$ cat config.mk
export PLATFORM = sky130hd
export DESIGN_NAME = peer_heartbeat_liveness_table
export DESIGN_NICKNAME = d
export VERILOG_FILES = /design/src/rtl/phlt_pkg.sv /design/src/rtl/peer_heartbeat_liveness_table.sv /design/src/rtl/phlt_cell.sv /design/src/rtl/phlt_ctrl.sv
export SDC_FILE = /design/constraint.sdc
export NUM_CORES = 1
export LEC_CHECK = 0
export ABC_AREA = 1
export BUFFER_PORTS_ARGS = -buffer_cell sky130_fd_sc_hd__buf_2
export CORE_UTILIZATION = 30
export DETAILED_ROUTE_END_ITERATION = 7
export GPL_TIMING_DRIVEN = 0
export PLACE_DENSITY = 0.55
export SLEW_MARGIN = 10
export SYNTH_ARGS = -nofsm -noshare
export SYNTH_HDL_FRONTEND = slang
export SYNTH_SLANG_ARGS = --single-unit
export TNS_END_PERCENT = 10
$ cat constraint.sdc
create_clock -name i_clk -period 23.8 [get_ports i_clk]
set_input_delay 1.19 -clock i_clk [delete_from_list [all_inputs] [get_ports i_clk]]
set_output_delay 1.19 -clock i_clk [all_outputs]
set_load 0.005 [all_outputs]
$ cat src/rtl/phlt_pkg.sv
package phlt_pkg;

    localparam logic [1:0] ST_FREE   = 2'd0;
    localparam logic [1:0] ST_ACTIVE = 2'd1;
    localparam logic [1:0] ST_LOST   = 2'd2;

    localparam logic [1:0] EV_RECONNECTED = 2'd0;
    localparam logic [1:0] EV_LOST        = 2'd1;
    localparam logic [1:0] EV_FULL        = 2'd2;

    localparam logic       ACT_HEARTBEAT = 1'b0;
    localparam logic       ACT_TICK      = 1'b1;

    localparam logic [7:0] AGE_MAX       = 8'd255;
    localparam logic [7:0] TIMEOUT_RESET = 8'd3;
    localparam int         MAX_EVENTS    = 16;
    localparam int         NEV_W         = $clog2(MAX_EVENTS + 1);

    typedef struct packed {
        logic        action;
        logic [31:0] peer_addr;
        logic [15:0] peer_port;
    } t_in;

    typedef struct packed {
        logic [1:0]  event_res;
        logic [31:0] event_addr;
        logic [15:0] event_port;
        logic        last;
    } t_out;

    typedef struct packed {
        logic [1:0]  status;
        logic [31:0] addr;
        logic [15:0] port;
        logic [7:0]  age;
    } t_slot;

endpackage

$ cat src/rtl/peer_heartbeat_liveness_table.sv
// operation: an item is taken in the idle state, then a scan state passes every slot
//   through the ring head and a flush state sends out the held last event, marked last
// a new item is taken only once the last one is done; a heartbeat from a new peer
//   needs a second ring rotation to write the slot; output stalls hold the ring rotation
// reset: synchronous, all slots free at age zero, timeout 3, no beat pending
module peer_heartbeat_liveness_table #(
    parameter int PEERS = 16
) (
    input  logic           i_clk,
    input  logic           i_rst_n,
    input  logic           i_in_valid,
    input  phlt_pkg::t_in  i_in_data,
    output logic           o_in_stall,
    output logic           o_out_valid,
    output phlt_pkg::t_out o_out_data,
    input  logic           i_out_stall,
    input  logic           i_cfg_valid,
    output logic           o_cfg_ready,
    input  logic [7:0]     i_cfg_data
);
    import phlt_pkg::*;

    logic [7:0] r_timeout;
    t_slot      w_slot [PEERS];
    t_slot      w_head_new;
    logic       w_shift;

    assign o_cfg_ready = 1'b1;

    always_ff @(posedge i_clk) begin
        if (!i_rst_n) begin
            r_timeout <= TIMEOUT_RESET;
        end else if (i_cfg_valid && o_cfg_ready) begin
            r_timeout <= i_cfg_data;
        end
    end

    // ring of slots: cell 0 is the head, its updated record re-enters at the tail
    for (genvar g = 0; g < PEERS; g++) begin : g_cell
        if (g == PEERS - 1) begin : g_tail
            phlt_cell u_cell (
                .i_clk   (i_clk),
                .i_rst_n (i_rst_n),
                .i_shift (w_shift),
                .i_slot  (w_head_new),
                .o_slot  (w_slot[g])
            );
        end else begin : g_mid
            phlt_cell u_cell (
                .i_clk   (i_clk),
                .i_rst_n (i_rst_n),
                .i_shift (w_shift),
                .i_slot  (w_slot[g+1]),
                .o_slot  (w_slot[g])
            );
        end
    end

    phlt_ctrl #(
        .PEERS (PEERS)
    ) u_ctrl (
        .i_clk       (i_clk),
        .i_rst_n     (i_rst_n),
        .i_in_valid  (i_in_valid),
        .i_in_data   (i_in_data),
        .o_in_stall  (o_in_stall),
        .o_out_valid (o_out_valid),
        .o_out_data  (o_out_data),
        .i_out_stall (i_out_stall),
        .i_timeout   (r_timeout),
        .i_head_slot (w_slot[0]),
        .o_head_slot (w_head_new),
        .o_shift     (w_shift)
    );

    a_busy_after_accept: assert property (@(posedge i_clk) disable iff (!i_rst_n)
        (i_in_valid && !o_in_stall) |=> o_in_stall)
        else $error("input taken but block did not go busy");

    a_res_code: assert property (@(posedge i_clk) disable iff (!i_rst_n)
        o_out_valid |-> (o_out_data.event_res == EV_RECONNECTED ||
                         o_out_data.event_res == EV_LOST ||
                         o_out_data.event_res == EV_FULL))
        else $error("event code out of range");

    a_single_hb_event: assert property (@(posedge i_clk) disable iff (!i_rst_n)
        (o_out_valid && (o_out_data.event_res == EV_RECONNECTED ||
                         o_out_data.event_res == EV_FULL)) |-> o_out_data.last)
        else $error("heartbeat event not marked last");

    a_no_shift_idle: assert property (@(posedge i_clk) disable iff (!i_rst_n)
        w_shift |-> o_in_stall)
        else $error("ring rotated while idle");

endmodule

$ cat src/rtl/phlt_cell.sv
module phlt_cell (
    input  logic           i_clk,
    input  logic           i_rst_n,
    input  logic           i_shift,
    input  phlt_pkg::t_slot i_slot,
    output phlt_pkg::t_slot o_slot
);
    import phlt_pkg::*;

    logic [1:0]  r_status;
    logic [7:0]  r_age;
    logic [31:0] r_addr;
    logic [15:0] r_port;

    always_ff @(posedge i_clk) begin
        if (!i_rst_n) begin
            r_status <= ST_FREE;
            r_age    <= '0;
        end else if (i_shift) begin
            r_status <= i_slot.status;
            r_age    <= i_slot.age;
        end
    end

    // peer key is only read once the slot has been taken
    always_ff @(posedge i_clk) begin
        if (i_shift) begin
            r_addr <= i_slot.addr;
            r_port <= i_slot.port;
        end
    end

    assign o_slot = '{status: r_status, addr: r_addr, port: r_port, age: r_age};

endmodule

$ cat src/rtl/phlt_ctrl.sv
module phlt_ctrl #(
    parameter int PEERS = 16
) (
    input  logic            i_clk,
    input  logic            i_rst_n,
    input  logic            i_in_valid,
    input  phlt_pkg::t_in   i_in_data,
    output logic            o_in_stall,
    output logic            o_out_valid,
    output phlt_pkg::t_out  o_out_data,
    input  logic            i_out_stall,
    input  logic [7:0]      i_timeout,
    input  phlt_pkg::t_slot i_head_slot,
    output phlt_pkg::t_slot o_head_slot,
    output logic            o_shift
);
    import phlt_pkg::*;

    localparam int CW = $clog2(PEERS + 1);
    localparam logic [CW-1:0] LAST_SLOT = CW'(PEERS - 1);

    localparam logic [1:0] S_IDLE  = 2'd0;
    localparam logic [1:0] S_SCAN  = 2'd1;
    localparam logic [1:0] S_ALLOC = 2'd2;
    localparam logic [1:0] S_FLUSH = 2'd3;

    logic [1:0]       r_state,    n_state;
    logic [CW-1:0]    r_cnt,      n_cnt;
    t_in              r_item,     n_item;
    logic             r_done,     n_done;
    logic             r_free_v,   n_free_v;
    logic [CW-1:0]    r_free_idx, n_free_idx;
    logic             r_lost_v,   n_lost_v;
    logic [CW-1:0]    r_lost_idx, n_lost_idx;
    logic [NEV_W-1:0] r_nev,      n_nev;
    logic             r_held_v,   n_held_v;
    t_out             r_held,     n_held;
    logic             r_out_v,    n_out_v;
    t_out             r_out,      n_out;

    logic    out_free;
    logic    last_slot;
    logic    ev;
    t_out    ev_beat;
    t_slot   slot_new;
    logic    s_done, s_free_v, s_lost_v;
    logic [CW-1:0] s_free_idx, s_lost_idx;
    logic [7:0]    age_inc;
    logic    key_hit;
    logic [CW-1:0] tgt;

    always_comb begin
        out_free   = !r_out_v || !i_out_stall;
        last_slot  = (r_cnt == LAST_SLOT);
        age_inc    = (i_head_slot.age < AGE_MAX) ? i_head_slot.age + 8'd1 : i_head_slot.age;
        key_hit    = (i_head_slot.addr == r_item.peer_addr) &&
                     (i_head_slot.port == r_item.peer_port);
        tgt        = r_free_v ? r_free_idx : r_lost_idx;

        // what the head slot becomes in a scan step
        slot_new   = i_head_slot;
        ev         = 1'b0;
        ev_beat    = '{event_res: EV_LOST, event_addr: i_head_slot.addr,
                       event_port: i_head_slot.port, last: 1'b0};
        s_done     = r_done;
        s_free_v   = r_free_v;
        s_free_idx = r_free_idx;
        s_lost_v   = r_lost_v;
        s_lost_idx = r_lost_idx;

        if (r_item.action == ACT_TICK) begin
            if (i_head_slot.status == ST_ACTIVE) begin
                slot_new.age = age_inc;
                if (age_inc >= i_timeout && r_nev < NEV_W'(MAX_EVENTS)) begin
                    slot_new.status = ST_LOST;
                    ev = 1'b1;
                end
            end
        end else if (!r_done) begin
            if (i_head_slot.status == ST_FREE) begin
                if (!r_free_v) begin
                    s_free_v   = 1'b1;
                    s_free_idx = r_cnt;
                end
            end else if (key_hit) begin
                s_done       = 1'b1;
                slot_new.age = '0;
                if (i_head_slot.status == ST_LOST) begin
                    slot_new.status = ST_ACTIVE;
                    ev = 1'b1;
                    ev_beat = '{event_res: EV_RECONNECTED, event_addr: r_item.peer_addr,
                                event_port: r_item.peer_port, last: 1'b0};
                end
            end else if (i_head_slot.status == ST_LOST && !r_lost_v) begin
                s_lost_v   = 1'b1;
                s_lost_idx = r_cnt;
            end
            // no match, no free and no lost slot anywhere: table full
            if (last_slot && !s_done && !s_free_v && !s_lost_v) begin
                ev = 1'b1;
                ev_beat = '{event_res: EV_FULL, event_addr: r_item.peer_addr,
                            event_port: r_item.peer_port, last: 1'b0};
            end
        end
    end

    always_comb begin
        n_state    = r_state;
        n_cnt      = r_cnt;
        n_item     = r_item;
        n_done     = r_done;
        n_free_v   = r_free_v;
        n_free_idx = r_free_idx;
        n_lost_v   = r_lost_v;
        n_lost_idx = r_lost_idx;
        n_nev      = r_nev;
        n_held_v   = r_held_v;
        n_held     = r_held;
        n_out_v    = r_out_v;
        n_out      = r_out;
        o_shift    = 1'b0;
        o_head_slot = i_head_slot;

        if (r_out_v && !i_out_stall) begin
            n_out_v = 1'b0;
        end

        unique case (r_state)
            S_IDLE: begin
                if (i_in_valid) begin
                    n_item   = i_in_data;
                    n_cnt    = '0;
                    n_done   = 1'b0;
                    n_free_v = 1'b0;
                    n_lost_v = 1'b0;
                    n_nev    = '0;
                    n_state  = S_SCAN;
                end
            end
            S_SCAN: begin
                // hold the ring when a new beat has nowhere to go
                if (!(ev && r_held_v && !out_free)) begin
                    o_shift     = 1'b1;
                    o_head_slot = slot_new;
                    n_done      = s_done;
                    n_free_v    = s_free_v;
                    n_free_idx  = s_free_idx;
                    n_lost_v    = s_lost_v;
                    n_lost_idx  = s_lost_idx;
                    n_cnt       = r_cnt + CW'(1);
                    if (ev) begin
                        if (r_held_v) begin
                            n_out   = r_held;
                            n_out_v = 1'b1;
                        end
                        n_held   = ev_beat;
                        n_held_v = 1'b1;
                        n_nev    = r_nev + NEV_W'(1);
                    end
                    if (last_slot) begin
                        n_cnt = '0;
                        if (r_item.action == ACT_HEARTBEAT && !s_done &&
                            (s_free_v || s_lost_v)) begin
                            n_state = S_ALLOC;
                        end else begin
                            n_state = S_FLUSH;
                        end
                    end
                end
            end
            S_ALLOC: begin
                o_shift = 1'b1;
                if (r_cnt == tgt) begin
                    o_head_slot = '{status: ST_ACTIVE, addr: r_item.peer_addr,
                                    port: r_item.peer_port, age: 8'd0};
                end
                n_cnt = r_cnt + CW'(1);
                if (last_slot) begin
                    n_state = S_IDLE;
                end
            end
            S_FLUSH: begin
                if (!r_held_v) begin
                    n_state = S_IDLE;
                end else if (out_free) begin
                    n_out      = r_held;
                    n_out.last = 1'b1;
                    n_out_v    = 1'b1;
                    n_held_v   = 1'b0;
                    n_state    = S_IDLE;
                end
            end
        endcase
    end

    always_ff @(posedge i_clk) begin
        if (!i_rst_n) begin
            r_state  <= S_IDLE;
            r_held_v <= 1'b0;
            r_out_v  <= 1'b0;
        end else begin
            r_state  <= n_state;
            r_held_v <= n_held_v;
            r_out_v  <= n_out_v;
        end
    end

    always_ff @(posedge i_clk) begin
        r_cnt      <= n_cnt;
        r_item     <= n_item;
        r_done     <= n_done;
        r_free_v   <= n_free_v;
        r_free_idx <= n_free_idx;
        r_lost_v   <= n_lost_v;
        r_lost_idx <= n_lost_idx;
        r_nev      <= n_nev;
        r_held     <= n_held;
        r_out      <= n_out;
    end

    assign o_in_stall  = (r_state != S_IDLE);
    assign o_out_valid = r_out_v;
    assign o_out_data  = r_out;

endmodule
==> metrics.md, run 1 <==
| Metric | Value |
|---|---|
| Gpl congestion | 0.830 |
| Distinct cells, synth | 38 |
| Initial antenna violation count | 3 |
| Comb pwr share | 11.7% |
| Routed Wire Length | 73.3 mm |
| Post-synth top cells | edfxtp_1 (941), nand2_1 (469), a21oi_1 (194) |
| H-tree levels | 3 |
| Data required, critical path | around 24 ns |
| Final worst-path cycle share | 23.1% |
| Clk sinks | 1113 |
| Synth Instances | 2514 |
| Clk_lat worst skew | 0.68 ns |
| Clk pin slew, worst setup/hold paths | around 0.060 ns |
| Die X | 359 um |
| Synth Flop Type | edfxtp_1 |
| Most common cell in the netlist | edfxtp_1 |
| Clock Path Buffers | 3 |
| Fraction of registers with async set/reset | 0% |
| Post-synth EDFFs | approximately 940 |
| Leak pwr | ~15 nW |
| CTS root buffer | clkbuf_16 |
| Reg power frac | 54.5% |
| Met3 Wirelength | just under 5 mm |
| Cell Rows | 130 |
| HP Class | reg -> reg |
| Sw frac | between 20% and 30% |
| Max Fclk | approximately 180 MHz |
| Placement Setup Slack | 18.34 ns |
| Crit Path Class | reg -> reg |
| GRT Total Usage | 11.2% |
| Met2 WL post-DR | 30.8 mm |
| Gr ovfl total | 0 |
| Seq/Total Area, Yosys | 82.8% |
| Num CTS Buffers | 107 |
| Worst Path Max Fanout | 116 |
| Clock power share | 33.7% |
| Area of the core | 126000 um2 |
| Delay-heaviest family, CP | buffers and inverters |
| Largest net degree at the start of global routing | 125 |
| I/O Pins | 116 |
| Worst Hold Path Cells | 0 |
| Cts hold-fix bufs | 0 |
| Area contributors post-synth | edfxtp_1 (74%), dfxtp_1 (9.0%), nand2_1 (4.6%) |
| Clock skew | between 0.03 and 0.04 ns |
| Nets | 2828 |
| # port buffers | 114 |
| Cell Pwr Density | 111 nW/um2 |
| Global-route wire length before repair | 112 mm |
| TritonRoute pass-1 iters | 5 |
| Drt initial violations | 1825 |
| Area grow syn2layout | 17.0% |
| Hold Fails Final Rpt | 0 |
| CP Launch Type | flop |
| Syn Nets | 2593 |
| Internal power | 0.00369 W |
| Max Cap Viol | 0 |
| Wl on met1 | 35.9 mm |
| Synth Register Bits | roughly 1100 |
| Share of post-route cells with drive strength above 1 | 13.3% |
| Final setup margin | 18.31 ns |
| Worst Max-Slew Pin Slew | 0.938 ns |
| Max-slew violation count | 0 |
| R2r worst-path depth | 21 |
| ANT nets after route | 0 |
| Critical path depth | 21 |
| Relative slew slack | 37.4% |
| CP max stage cell | buf_16 |
| DP Wirelength | 46.3 mm |
| Syn_area_per_cell | 15.2 um2 |
| Syn. warnings | 0 |
| Multi-input combinational cell area | 5350 um2 |
| Worst IR Drop VDD | 0.0000711 V |
| Fillers | approximately 12000 |
| Routed WL per cell | roughly 16 um |
| Critical path arrival | 5.79 ns |
| Seq. cell area | 31700 um2 |
| RSZ-0062 raised after global routing | no |
| Buf/Inv on CP | 5 |
| Cell Area, Synth | 38300 um2 |
| Post-CTS Setup Bufs | 0 |
| Post-synth top area share | roughly three quarters |
| Cells along the critical path | ha_1, nand2_1, inv_1, nand4_1, nor2_1, nand2_1, nand3_1, xor2_1, ha_1, a21oi_1, o21a_1, nand3_1, nand4_1, nand3_4, nand2_4, nand2_4, nand2_4, buf_8, buf_16, buf_16, buf_16 |
| DR top layer | met5 |
| Setup violators final | 0 |
| Vias per cell | about 4.4 |
| Fin crit period | roughly 5.5 ns |
| Max incr delay on CP | 0.51 ns |
| Die ar. | 129000 um2 |
| Cts repair resizes | 0 |
| Antenna cells | 0 |
| Outcome | finished clean |
| Initial Utilization | 30.4% |
| CTS tree | done |
| Setup TNS | 0 ns |
| Vias post-DR | 19800 |
| Vias in the first global route | around 19000 |
| Nature of the critical path endpoint | flop |
| Synth area leader | edfxtp_1 |
| Net Sw Power | 0.00128 W |
| Die H | roughly 360 um |
| Post-route DRC | 0 |
## per-layer routing
| layer | track usage [%] | vias to the layer above |
|---|---|---|
| li1 | - | 9481 |
| met1 | 17.1 | 9718 |
| met2 | 15.6 | 494 |
| met3 | 2.49 | 119 |
| met4 | 3.42 | 2 |
| met5 | 0 | - |
## flip-flops by register name, indices dropped and copies added (netlist names)
signal / count
u_ctrl.r_done: 1
u_ctrl.r_lost_v: 1
g_cell.g_tail.u_cell.r_age: 8
g_cell.g_tail.u_cell.r_addr: 32
g_cell.g_mid.u_cell.r_port: 240
u_ctrl.r_item: 49
u_ctrl.r_held_v: 1
u_ctrl.r_held: 50
u_ctrl.r_state: 2
u_ctrl.r_free_idx: 5
g_cell.g_mid.u_cell.r_age: 120
u_ctrl.r_nev: 5
u_ctrl.r_cnt: 5
u_ctrl.o_out_data: 51
g_cell.g_mid.u_cell.r_status: 30
u_ctrl.o_out_valid: 1
g_cell.g_tail.u_cell.r_port: 16
u_ctrl.r_lost_idx: 5
u_ctrl.r_free_v: 1
r_timeout: 8
g_cell.g_mid.u_cell.r_addr: 480
g_cell.g_tail.u_cell.r_status: 2
## placed cells by master (no fill, tap or decap), types with 4 or more instances in the layout
master | synthesis | layout
a21oi_1 | 194 | 194
a22oi_1 | 4 | 4
buf_16 | 0 | 10
buf_2 | 22 | 135
buf_4 | 16 | 16
buf_8 | 10 | 11
bufinv_16 | 0 | 9
clkbuf_1 | 49 | 69
clkbuf_16 | 0 | 107
clkinv_1 | 5 | 28
clkinv_16 | 0 | 4
clkinv_2 | 0 | 22
clkinvlp_4 | 0 | 7
dfxtp_1 | 172 | 172
edfxtp_1 | 941 | 941
ha_1 | 17 | 17
inv_1 | 139 | 138
inv_2 | 27 | 27
nand2_1 | 469 | 469
nand3_1 | 179 | 179
nand4_1 | 10 | 10
nor2_1 | 80 | 78
nor3_1 | 6 | 6
o21ai_0 | 80 | 80
o22ai_1 | 48 | 48
xnor2_1 | 14 | 14
xor2_1 | 9 | 9
## metrics by stage
stage | power (W) | hold WS, ns | instances | cell area [um2] | util, %
finish | 0.00497 | 0.400 | 4493 | 44800 | 35.5
global route | 0.00520 | 0.400 | 4493 | 44800 | 35.5
CTS | 0.00504 | 0.402 | 4493 | 44800 | 35.5
detailed placement | 0.00334 | 0.405 | 4290 | 41200 | 32.7
global placement | 0.00349 | 0.401 | 4278 | 40900 | 32.4
floorplan | 0.00321 | 0.400 | 2514 | 38300 | -
## layout make-up
cell class                      instances  area share [%]
Multi-Input combinational cell       1130            11.9
Sequential cell                      1113            70.8
Tap cell                             1650            4.61
Timing Repair Buffer                  126            1.98
Clock buffer                          130            6.24
Inverter                              171            1.44
Clock inverter                         73            1.64
Buffer                                100            1.36
## cells by family (layout without fill, tap and decap cells)
group / Yosys count / count (layout) / synth area share (%)
flip-flops: 1113 / 1113 / 82.8
AND/OR/NAND/NOR: 755 / 755 / 8.23
AO/OA/AOI/OAI: 334 / 334 / 4.59
buffers and inverters: 271 / 600 / 3.24
XOR/XNOR: 23 / 23 / 0.526
adder cells (fa/ha/maj): 17 / 17 / 0.556
other: 1 / 1 / 0.00980
## power groups by stage
stage / Combinational (W) / Clock, W / Sequential [W]
3_5_place_dp: 0.000587 / 0 / 0.00275
5_1_grt: 0.000648 / 0.00180 / 0.00275
3_3_place_gp: 0.000549 / 0 / 0.00294
2_1_floorplan: 0.000367 / 0 / 0.00284
6_report: 0.000583 / 0.00168 / 0.00271
4_1_cts: 0.000591 / 0.00173 / 0.00272
## worst reg2reg max path: cells and delay by family, from the launching register on
kind	cells	cell delay, ns
AOI/OAI and AO/OA	2	0.27
xor gates and xnor gates	1	0.28
adders and majority gates	2	0.53
buffers and inverters	5	2.12
DFF	1	0.48
and+or+nand+nor	11	1.41
## final timing paths
check	slack, ns	from	to
hold reg to reg	0.40	g_cell[3].g_mid.u_cell.r_addr[6]	g_cell[2].g_mid.u_cell.r_addr[6]
setup / recovery	18.31	g_cell[0].g_mid.u_cell.r_age[1]	g_cell[2].g_mid.u_cell.r_addr[0]
hold / removal	0.40	g_cell[3].g_mid.u_cell.r_addr[6]	g_cell[2].g_mid.u_cell.r_addr[6]
setup reg to reg	18.31	g_cell[0].g_mid.u_cell.r_age[1]	g_cell[2].g_mid.u_cell.r_addr[0]
(Power assumes the default switching activity.)
==> run 2: changes to the inputs <==
ABC_AREA = 0   (was 1)
clock period = 5.7 ns   (was 23.8 ns; I/O delays follow)
==> run 2 against run 1 <==
First-iteration DRC count rose by 2.7%. Worst hold slack got worse by 0.34 ns. The flow now finishes with violations (design-rule violations). Final cell count fell by 6.2%. Total power rose to 4.5 times the previous value. Synthesized cell count fell by 13%. Combinational power rose to 5.4 times the previous value.
==> metrics.md, run 2 <==
| Metric | Value |
|---|---|
| Max incr delay on CP | 0.73 ns (was 0.51 ns) |
| I/O Pins | 116 (unchanged) |
| Syn. warnings | 0 (unchanged) |
| Post-synth EDFFs | 941 (unchanged) |
| Die H | 356 um (was 359 um) |
| Share of post-route cells with drive strength above 1 | 12.4% (was 13.3%) |
| Placement Setup Slack | -0.825 ns (was 18.34 ns) |
| Cell Area, Synth | 37600 um2 (was 38300 um2) |
| Final worst-path cycle share | 94.0% (was 23.1%) |
| Synth Register Bits | 1113 (unchanged) |
| Fin crit period | 5.36 ns (was 5.49 ns) |
| # port buffers | 112 (was 114) |
| Worst Hold Path Cells | 2 (was 0) |
| Max-slew violation count | 0 (unchanged) |
| Vias post-DR | 19000 (was 19800) |
| Met3 Wirelength | 4.32 mm (was 4.95 mm) |
| HP Class | in -> reg (was reg -> reg) |
| Max Cap Viol | 0 (unchanged) |
| Worst Max-Slew Pin Slew | 1.21 ns (was 0.938 ns) |
| Worst IR Drop VDD | 0.000343 V (was 0.0000711 V) |
| DR top layer | met4 (was met5) |
| Hold WS | 0.0604 ns (was 0.400 ns) |
| Synth area leader | edfxtp_1 (unchanged) |
| Area grow syn2layout | 19.0% (was 17.0%) |
| Final setup margin | 0.343 ns (was 18.31 ns) |
| Relative slew slack | 19.0% (was 37.4%) |
| Fin util | 36.1% (was 35.5%) |
| Most frequent cells in the layout | edfxtp_1 (941), dfxtp_1 (172), a21oi_1 (170) (was edfxtp_1 (941), nand2_1 (469), a21oi_1 (194)) |
| Post-synth top area share | 75.1% (was 73.8%) |
| Biggest register | g_cell.g_mid.u_cell.r_addr (unchanged) |
| Setup violators final | 0 (unchanged) |
| Commonest non-fill, non-tap cell in the layout | edfxtp_1 (unchanged) |
| Seq/Total Area, Yosys | 84.2% (was 82.8%) |
| Initial Utilization | 30.3% (was 30.4%) |
| Power after layout | 0.0226 W (was 0.00497 W) |
| Nets | 2566 (was 2828) |
| Leak pwr | 14.4 nW (was 15.1 nW) |
| Cell Pwr Density | 504 nW/um2 (was 111 nW/um2) |
| R2r worst-path depth | 12 (was 21) |
| Cells along the critical path | xnor2_1, nand4_1, nor4_1, nand3b_2, mux2i_4, inv_2, clkbuf_1, a311oi_4, buf_8, buf_8, buf_16, buf_8 (was ha_1, nand2_1, inv_1, nand4_1, nor2_1, nand2_1, nand3_1, xor2_1, ha_1, a21oi_1, o21a_1, nand3_1, nand4_1, nand3_4, nand2_4, nand2_4, nand2_4, buf_8, buf_16, buf_16, buf_16) |
| Fraction of registers with async set/reset | 0% (unchanged) |
| Clock Path Buffers | 3 (unchanged) |
| Area contributors post-synth | edfxtp_1 (75%), dfxtp_1 (9.1%), a21oi_1 (2.3%) (was edfxtp_1 (74%), dfxtp_1 (9.0%), nand2_1 (4.6%)) |
| WHS Endpoint | u_ctrl.r_item[48] (was g_cell[2].g_mid.u_cell.r_addr[6]) |
| R2R setup slack | 0.34 ns (was 18.31 ns) |
| Crit Path Class | reg -> reg (unchanged) |
| Wl on met1 | 37.2 mm (was 35.9 mm) |
| TritonRoute pass-1 iters | 8 (was 5) |
| CP Launch Type | flop (unchanged) |
| Clk pin slew, worst setup/hold paths | 0.07 ns (was 0.06 ns) |
| Synth Instances | 2197 (was 2514) |
| GRT Total Usage | 11.8% (was 11.2%) |
| Clock skew | 0.0682 ns (was 0.0342 ns) |
| ANT nets after route | 0 (unchanged) |
| CTS tree | done (unchanged) |
| Gpl congestion | 0.812 (was 0.830) |
| Routed Wire Length | 76.4 mm (was 73.3 mm) |
| Top flop regs | g_cell.g_mid.u_cell.r_addr (480), g_cell.g_mid.u_cell.r_port (240), g_cell.g_mid.u_cell.r_age (120) (unchanged) |
| Post-Place Cell Area | 40500 um2 (was 41200 um2) |
| Most frequent CP cell | buf_8 |
| Die X | 356 um (was 359 um) |
| Outcome | finished, violations left (was finished clean) |
| Syn Nets | 2276 (was 2593) |
| Cell Rows | 129 (was 130) |
| Syn_area_per_cell | 17.1 um2 (was 15.2 um2) |
| Failing checks | design-rule violations |
| Synth Flop Type | edfxtp_1 (unchanged) |
| Num CTS Buffers | 104 (was 107) |
| Worst R2R End | u_ctrl.o_out_data[40] (was g_cell[2].g_mid.u_cell.r_addr[0]) |
| Max FFs per register | 480 (unchanged) |
| Critical path arrival | 5.76 ns (was 5.79 ns) |
| Fillers | 11500 (was 11900) |
| Die ar. | 127000 um2 (was 129000 um2) |
| CTS root buffer | clkbuf_16 (unchanged) |
| Clk_lat worst skew | 0.70 ns (was 0.68 ns) |
| Met2 WL post-DR | 33.2 mm (was 30.8 mm) |
| H-tree levels | 3 (unchanged) |
| Hold Fails Final Rpt | 0 (unchanged) |
| Nature of the critical path endpoint | flop (unchanged) |
| Routed WL per cell | 18.1 um (was 16.3 um) |
| Most common cell in the netlist | edfxtp_1 (unchanged) |
| Area of the core | 124000 um2 (was 126000 um2) |
| Drt initial violations | 1874 (was 1825) |
| Distinct cells, synth | 59 (was 38) |
| Design Area, Final | 44800 um2 (about the same) |
| Global-route wire length before repair | 113 mm (was 112 mm) |
| Worst hold start | i_in_valid (was g_cell[3].g_mid.u_cell.r_addr[6]) |
| Max Fclk | 187 MHz (was 182 MHz) |
| Vias in the first global route | 18100 (was 18700) |
| Clk sinks | 1113 (unchanged) |
| Largest net degree at the start of global routing | 171 (was 125) |
| Gr ovfl total | 0 (unchanged) |
| Data required, critical path | 6.10 ns (was 24.10 ns) |
| Vias per cell | 4.52 (was 4.41) |
| Post-route DRC | 8 (was 0) |
| DP Wirelength | 46.3 mm (about the same) |
| CP max stage cell | nor4_1 (was buf_16) |
| FF-to-FF Start | g_cell[0].g_mid.u_cell.r_port[14] (was g_cell[0].g_mid.u_cell.r_age[1]) |
| Worst Path Max Fanout | 13 (was 116) |
| Initial antenna violation count | 5 (was 3) |
| RSZ-0062 raised after global routing | no (unchanged) |
| Post-synth top cells | edfxtp_1 (941), dfxtp_1 (172), a21oi_1 (170) (was edfxtp_1 (941), nand2_1 (469), a21oi_1 (194)) |
[run 2: cell count changes after synthesis, moves of 17 or more]
cell,change
inv_2,-25
o22ai_1,-47
xnor2_1,+25
inv_1,-121
a21oi_1,-24
clkbuf_1,+33
buf_1,+17
o21ai_1,+82
a22o_1,+48
buf_2,-21
nand2_1,-303
nor2_1,-46
[run 2: cell families (layout without fill, tap and decap cells)]
| family | count (synthesis) | in the layout | share of synthesized area, % |
|---|---|---|---|
| buffers and inverters | 138 | 517 | 1.59 |
| flip-flops | 1113 | 1113 | 84.2 |
| AO/OA/AOI/OAI | 429 | 429 | 6.57 |
| other | 1 | 3 | 0.00996 |
| XOR/XNOR | 62 | 62 | 1.44 |
| adder cells (fa/ha/maj) | 17 | 17 | 0.565 |
| multiplexers | 16 | 16 | 0.462 |
| AND/OR/NAND/NOR | 421 | 421 | 5.14 |
[run 2: worst max-delay path, delay by kind of cell, from the launching register on]
family          cells  cell delay [ns]
mux                 1             0.47
flops               1             0.49
buf+inv             6             1.55
simple gates        3             1.38
compound gates      1             0.63
xor+xnor            1             0.49
[run 2: cell type report]
| class | instances | area (um2) | area share, % |
|---|---|---|---|
| flip-flops and latches | 1113 | 31700 | 70.8 |
| multi-input cells | 946 | 5380 | 12.0 |
| clock buffers | 117 | 2660 | 5.94 |
| well taps | 1637 | 2050 | 4.57 |
| repair buffers | 184 | 1480 | 3.29 |
| clock inverters | 78 | 908 | 2.03 |
| plain buffers | 117 | 519 | 1.16 |
| inverters | 21 | 105 | 0.235 |
| diodes | 2 | 5.00 | 0.0112 |
[run 2: worst max-delay path by stage]
stage          cells past startpoint                                end  slack (ns)                               from
6_report                          12              u_ctrl.o_out_data[40]        0.34  g_cell[0].g_mid.u_cell.r_port[14]
2_1_floorplan                     13               u_ctrl.o_out_data[0]        0.57    g_cell[0].g_mid.u_cell.r_age[3]
5_1_grt                           18   g_cell[0].g_mid.u_cell.r_addr[6]        0.02    g_cell[0].g_mid.u_cell.r_age[3]
3_3_place_gp                       8              u_ctrl.o_out_data[40]       -3.10                  u_ctrl.r_item[25]
3_5_place_dp                      10  g_cell[12].g_mid.u_cell.r_addr[9]       -0.83                  u_ctrl.r_item[25]
4_1_cts                           16   g_cell[0].g_mid.u_cell.r_addr[7]        0.02    g_cell[0].g_mid.u_cell.r_age[3]
[run 2: through the flow]
| step | TNS [ns] | instances |
|---|---|---|
| 6_report | 0 | 4215 |
| 5_1_grt | 0 | 4213 |
| 4_1_cts | 0 | 4213 |
| 3_5_place_dp | -294.93 | 3956 |
| 3_3_place_gp | -772.02 | 3946 |
| 2_1_floorplan | 0 | 2197 |
[run 2: per-layer routing]
metal	GRT usage (%)	vias up
li1	-	8948
met1	17.8	9535
met2	17.2	458
met3	2.06	92
met4	3.91	0
met5	0	-
[run 2: what timing repair did]
action                     in CTS  in global routing
buffers inserted                0                  0
gates resized for setup         1                  3
hold buffers                   58                  0
setup endpoints to repair     593                490
cloned                          4                  0
hold endpoints to repair       58                  0
[run 2: power by group]
part	switching (W)	total, W	leakage, nW	internal, W
sequential	0.000638	0.0123	10.0	0.0116
clock	0.00309	0.00714	1.73	0.00405
combinational	0.00241	0.00315	2.68	0.000746
total	0.00613	0.0226	14.4	0.0164
==> run 3: changes to the inputs <==
clock period = 5 ns   (was 5.7 ns; I/O delays follow)
==> run 3 against run 2 <==
The flow still finishes with violations (design-rule violations). Register-to-register slack got worse by 0.16 ns. Combinational power rose by 20%. Sequential power rose by 14%. Via count rose by 0.44%. First-iteration DRC count fell by 4.5%. Critical path depth rose by 6.
==> metrics.md, run 3 (same netlist as run 2, synthesis figures left out) <==
| Metric | Value |
|---|---|
| Outcome | finished, violations left (unchanged) |
| Failing checks | design-rule violations (unchanged) |
| Gpl congestion | 0.812 (unchanged) |
| Largest net degree at the start of global routing | 121 (was 171) |
| CTS root buffer | clkbuf_16 (unchanged) |
| Fillers | 11500 (about the same) |
| RSZ-0062 raised after global routing | yes (was no) |
| Worst Max-Slew Pin Slew | 1.21 ns (about the same) |
| Die ar. | 127000 um2 (unchanged) |
| Vias post-DR | 19100 (was 19000) |
| Max FFs per register | 480 (unchanged) |
| Most frequent cells in the layout | edfxtp_1 (941), dfxtp_1 (172), a21oi_1 (170) (unchanged) |
| Worst Path Max Fanout | 88 (was 13) |
| Net Sw Power | 0.00706 W (was 0.00613 W) |
| CTS tree | done (unchanged) |
| Relative slew slack | 19.5% (was 19.0%) |
| Placed Cells | 3956 (unchanged) |
| Num CTS Buffers | 104 (unchanged) |
| Seq. cell area | 31700 um2 (unchanged) |
| Sw frac | 27.3% (was 27.2%) |
| Placement Setup Slack | -1.53 ns (was -0.825 ns) |
| Commonest non-fill, non-tap cell in the layout | edfxtp_1 (unchanged) |
| DR top layer | met4 (unchanged) |
| GRT Total Usage | 11.9% (was 11.8%) |
| Nets | 2571 (was 2566) |
| Crit Path Class | reg -> reg (unchanged) |
| CP Launch Type | flop (unchanged) |
| Max Cap Viol | 0 (unchanged) |
| Gr ovfl total | 0 (unchanged) |
| Cell Rows | 129 (unchanged) |
| Share of post-route cells with drive strength above 1 | 12.8% (was 12.4%) |
| Cell Pwr Density | 575 nW/um2 (was 504 nW/um2) |
| Finished Layout Cells | 4220 (was 4215) |
| Clk sinks | 1113 (unchanged) |
| Critical path arrival | 5.16 ns (was 5.76 ns) |
| Setup TNS | 0 ns (unchanged) |
| Routed Wire Length | 77.1 mm (was 76.4 mm) |
| Area of the core | 124000 um2 (unchanged) |
| Met3 Wirelength | 3.98 mm (was 4.32 mm) |
| Fin crit period | 4.81 ns (was 5.36 ns) |
| Max Fclk | 208 MHz (was 187 MHz) |
| Vias per cell | 4.53 (was 4.52) |
| Post-route DRC | 8 (unchanged) |
| Area grow syn2layout | 19.5% (was 19.0%) |
| Setup violators final | 0 (unchanged) |
| Initial antenna violation count | 3 (was 5) |
| Clock power share | 31.4% (was 31.6%) |
| Met2 WL post-DR | 33.6 mm (was 33.2 mm) |
| # port buffers | 112 (unchanged) |
| HP Class | in -> reg (unchanged) |
| Internal power | 0.0188 W (was 0.0164 W) |
| H-tree levels | 3 (unchanged) |
| Reg power frac | 54.0% (was 54.4%) |
| Max-slew violation count | 0 (unchanged) |
| I/O Pins | 116 (unchanged) |
| Die X | 356 um (unchanged) |
| Hold Fails Final Rpt | 0 (unchanged) |
| Routed WL per cell | 18.3 um (was 18.1 um) |
| Data required, critical path | 5.35 ns (was 6.10 ns) |
| Comb pwr share | 14.6% (was 14.0%) |
| Multi-input combinational cell area | 5410 um2 (was 5380 um2) |
| Clock skew | 0.0684 ns (was 0.0682 ns) |
| Post-CTS Setup Bufs | 0 (unchanged) |
| Drt initial violations | 1790 (was 1874) |
| Top flop regs | g_cell.g_mid.u_cell.r_addr (480), g_cell.g_mid.u_cell.r_port (240), g_cell.g_mid.u_cell.r_age (120) (unchanged) |
| Clk_lat worst skew | 0.71 ns (was 0.70 ns) |
| Nature of the critical path endpoint | flop (unchanged) |
| Wl on met1 | 38.0 mm (was 37.2 mm) |
| Final worst-path cycle share | 96.3% (was 94.0%) |
| Fin util | 36.2% (was 36.1%) |
| Worst IR Drop VDD | 0.000385 V (was 0.000343 V) |
| Global-route wire length before repair | 114 mm (was 113 mm) |
| Final setup margin | 0.187 ns (was 0.343 ns) |
| TritonRoute pass-1 iters | 8 (unchanged) |
| Clk pin slew, worst setup/hold paths | 0.07 ns (about the same) |
| DP Wirelength | 46.3 mm (unchanged) |
| Clock Path Buffers | 3 (unchanged) |
| Die H | 356 um (unchanged) |
| Leak pwr | 14.5 nW (was 14.4 nW) |
| Initial Utilization | 30.3% (unchanged) |
| ANT nets after route | 0 (unchanged) |
| Vias in the first global route | 18100 (about the same) |
| Biggest register | g_cell.g_mid.u_cell.r_addr (unchanged) |
-- run 3: cell count changes in the layout (fill, tap and decap cells not counted), moves of 2 or more --
cell,delta
clkbuf_16,+3
nor4_2,+2
nor4_1,-2
clkbuf_1,-2
-- run 3: path summary, 6_finish.rpt --
| path | startpoint | to | slack, ns | cells after the start |
|---|---|---|---|---|
| min | i_rst_n | r_timeout[0] | 0.04 | 2 |
| max reg2reg | g_cell[0].g_mid.u_cell.r_age[3] | g_cell[14].g_mid.u_cell.r_addr[20] | 0.19 | 18 |
| max | g_cell[0].g_mid.u_cell.r_age[3] | g_cell[14].g_mid.u_cell.r_addr[20] | 0.19 | 18 |
| min reg2reg | u_ctrl.r_held[43] | u_ctrl.o_out_data[43] | 0.38 | 0 |
-- run 3: per-stage QoR --
stage                     power, W  hold slack, ns  cell area (um2)
after floorplan             0.0162           0.349            37700
after global placement      0.0177           0.400            40300
after detailed placement    0.0176           0.405            40500
after CTS                   0.0261          0.0370            44900
after global routing        0.0270          0.0568            45000
final                       0.0259          0.0436            45000
-- run 3: cell type report --
type	count	area share, %
timing repair buffer	189	3.54
timing repair inverter	1	0.0362
inverter	21	0.234
clock inverter	78	2.02
antenna	2	0.0111
clock buffer	117	5.92
tap	1637	4.56
buffer	116	1.15
sequential	1113	70.5
multi-input combinational	946	12.0
-- run 3: power groups by stage --
stage | Clock (W) | Combinational, W | Sequential [W]
after floorplan | 0 | 0.00221 | 0.0140
after global placement | 0 | 0.00329 | 0.0144
after detailed placement | 0 | 0.00344 | 0.0142
after CTS | 0.00837 | 0.00374 | 0.0140
after global routing | 0.00873 | 0.00409 | 0.0142
final | 0.00813 | 0.00377 | 0.0140
-- run 3: what timing repair did --
item	4_1_cts	5_1_grt
resized for setup	9	3
hold buffers	59	0
gates cloned	6	3
endpoints found under the setup margin	659	503
endpoints found under the hold margin	61	0
-- run 3: worst max-delay path: stages (launching register included) --
cell	delay, ns
dfxtp_1	0.30
clkbuf_1	0.32
and4_1	0.29
and2_1	0.18
nand3_1	0.21
nand4_1	0.25
nor2_1	0.11
xor2_1	0.20
ha_1	0.27
o21a_1	0.17
o21ai_0	0.17
a21oi_1	0.17
nand2_1	0.16
nor2_2	0.10
o21ai_4	0.29
nand2_4	0.24
clkinv_16	0.22
buf_16	0.28
buf_16	0.39
-- run 3: per-layer routing --
metal / vias to the layer above / global-route usage [%]
met5: - / 0
met4: 0 / 3.89
met3: 90 / 2.01
met2: 461 / 17.3
met1: 9606 / 18.0
li1: 8959 / -
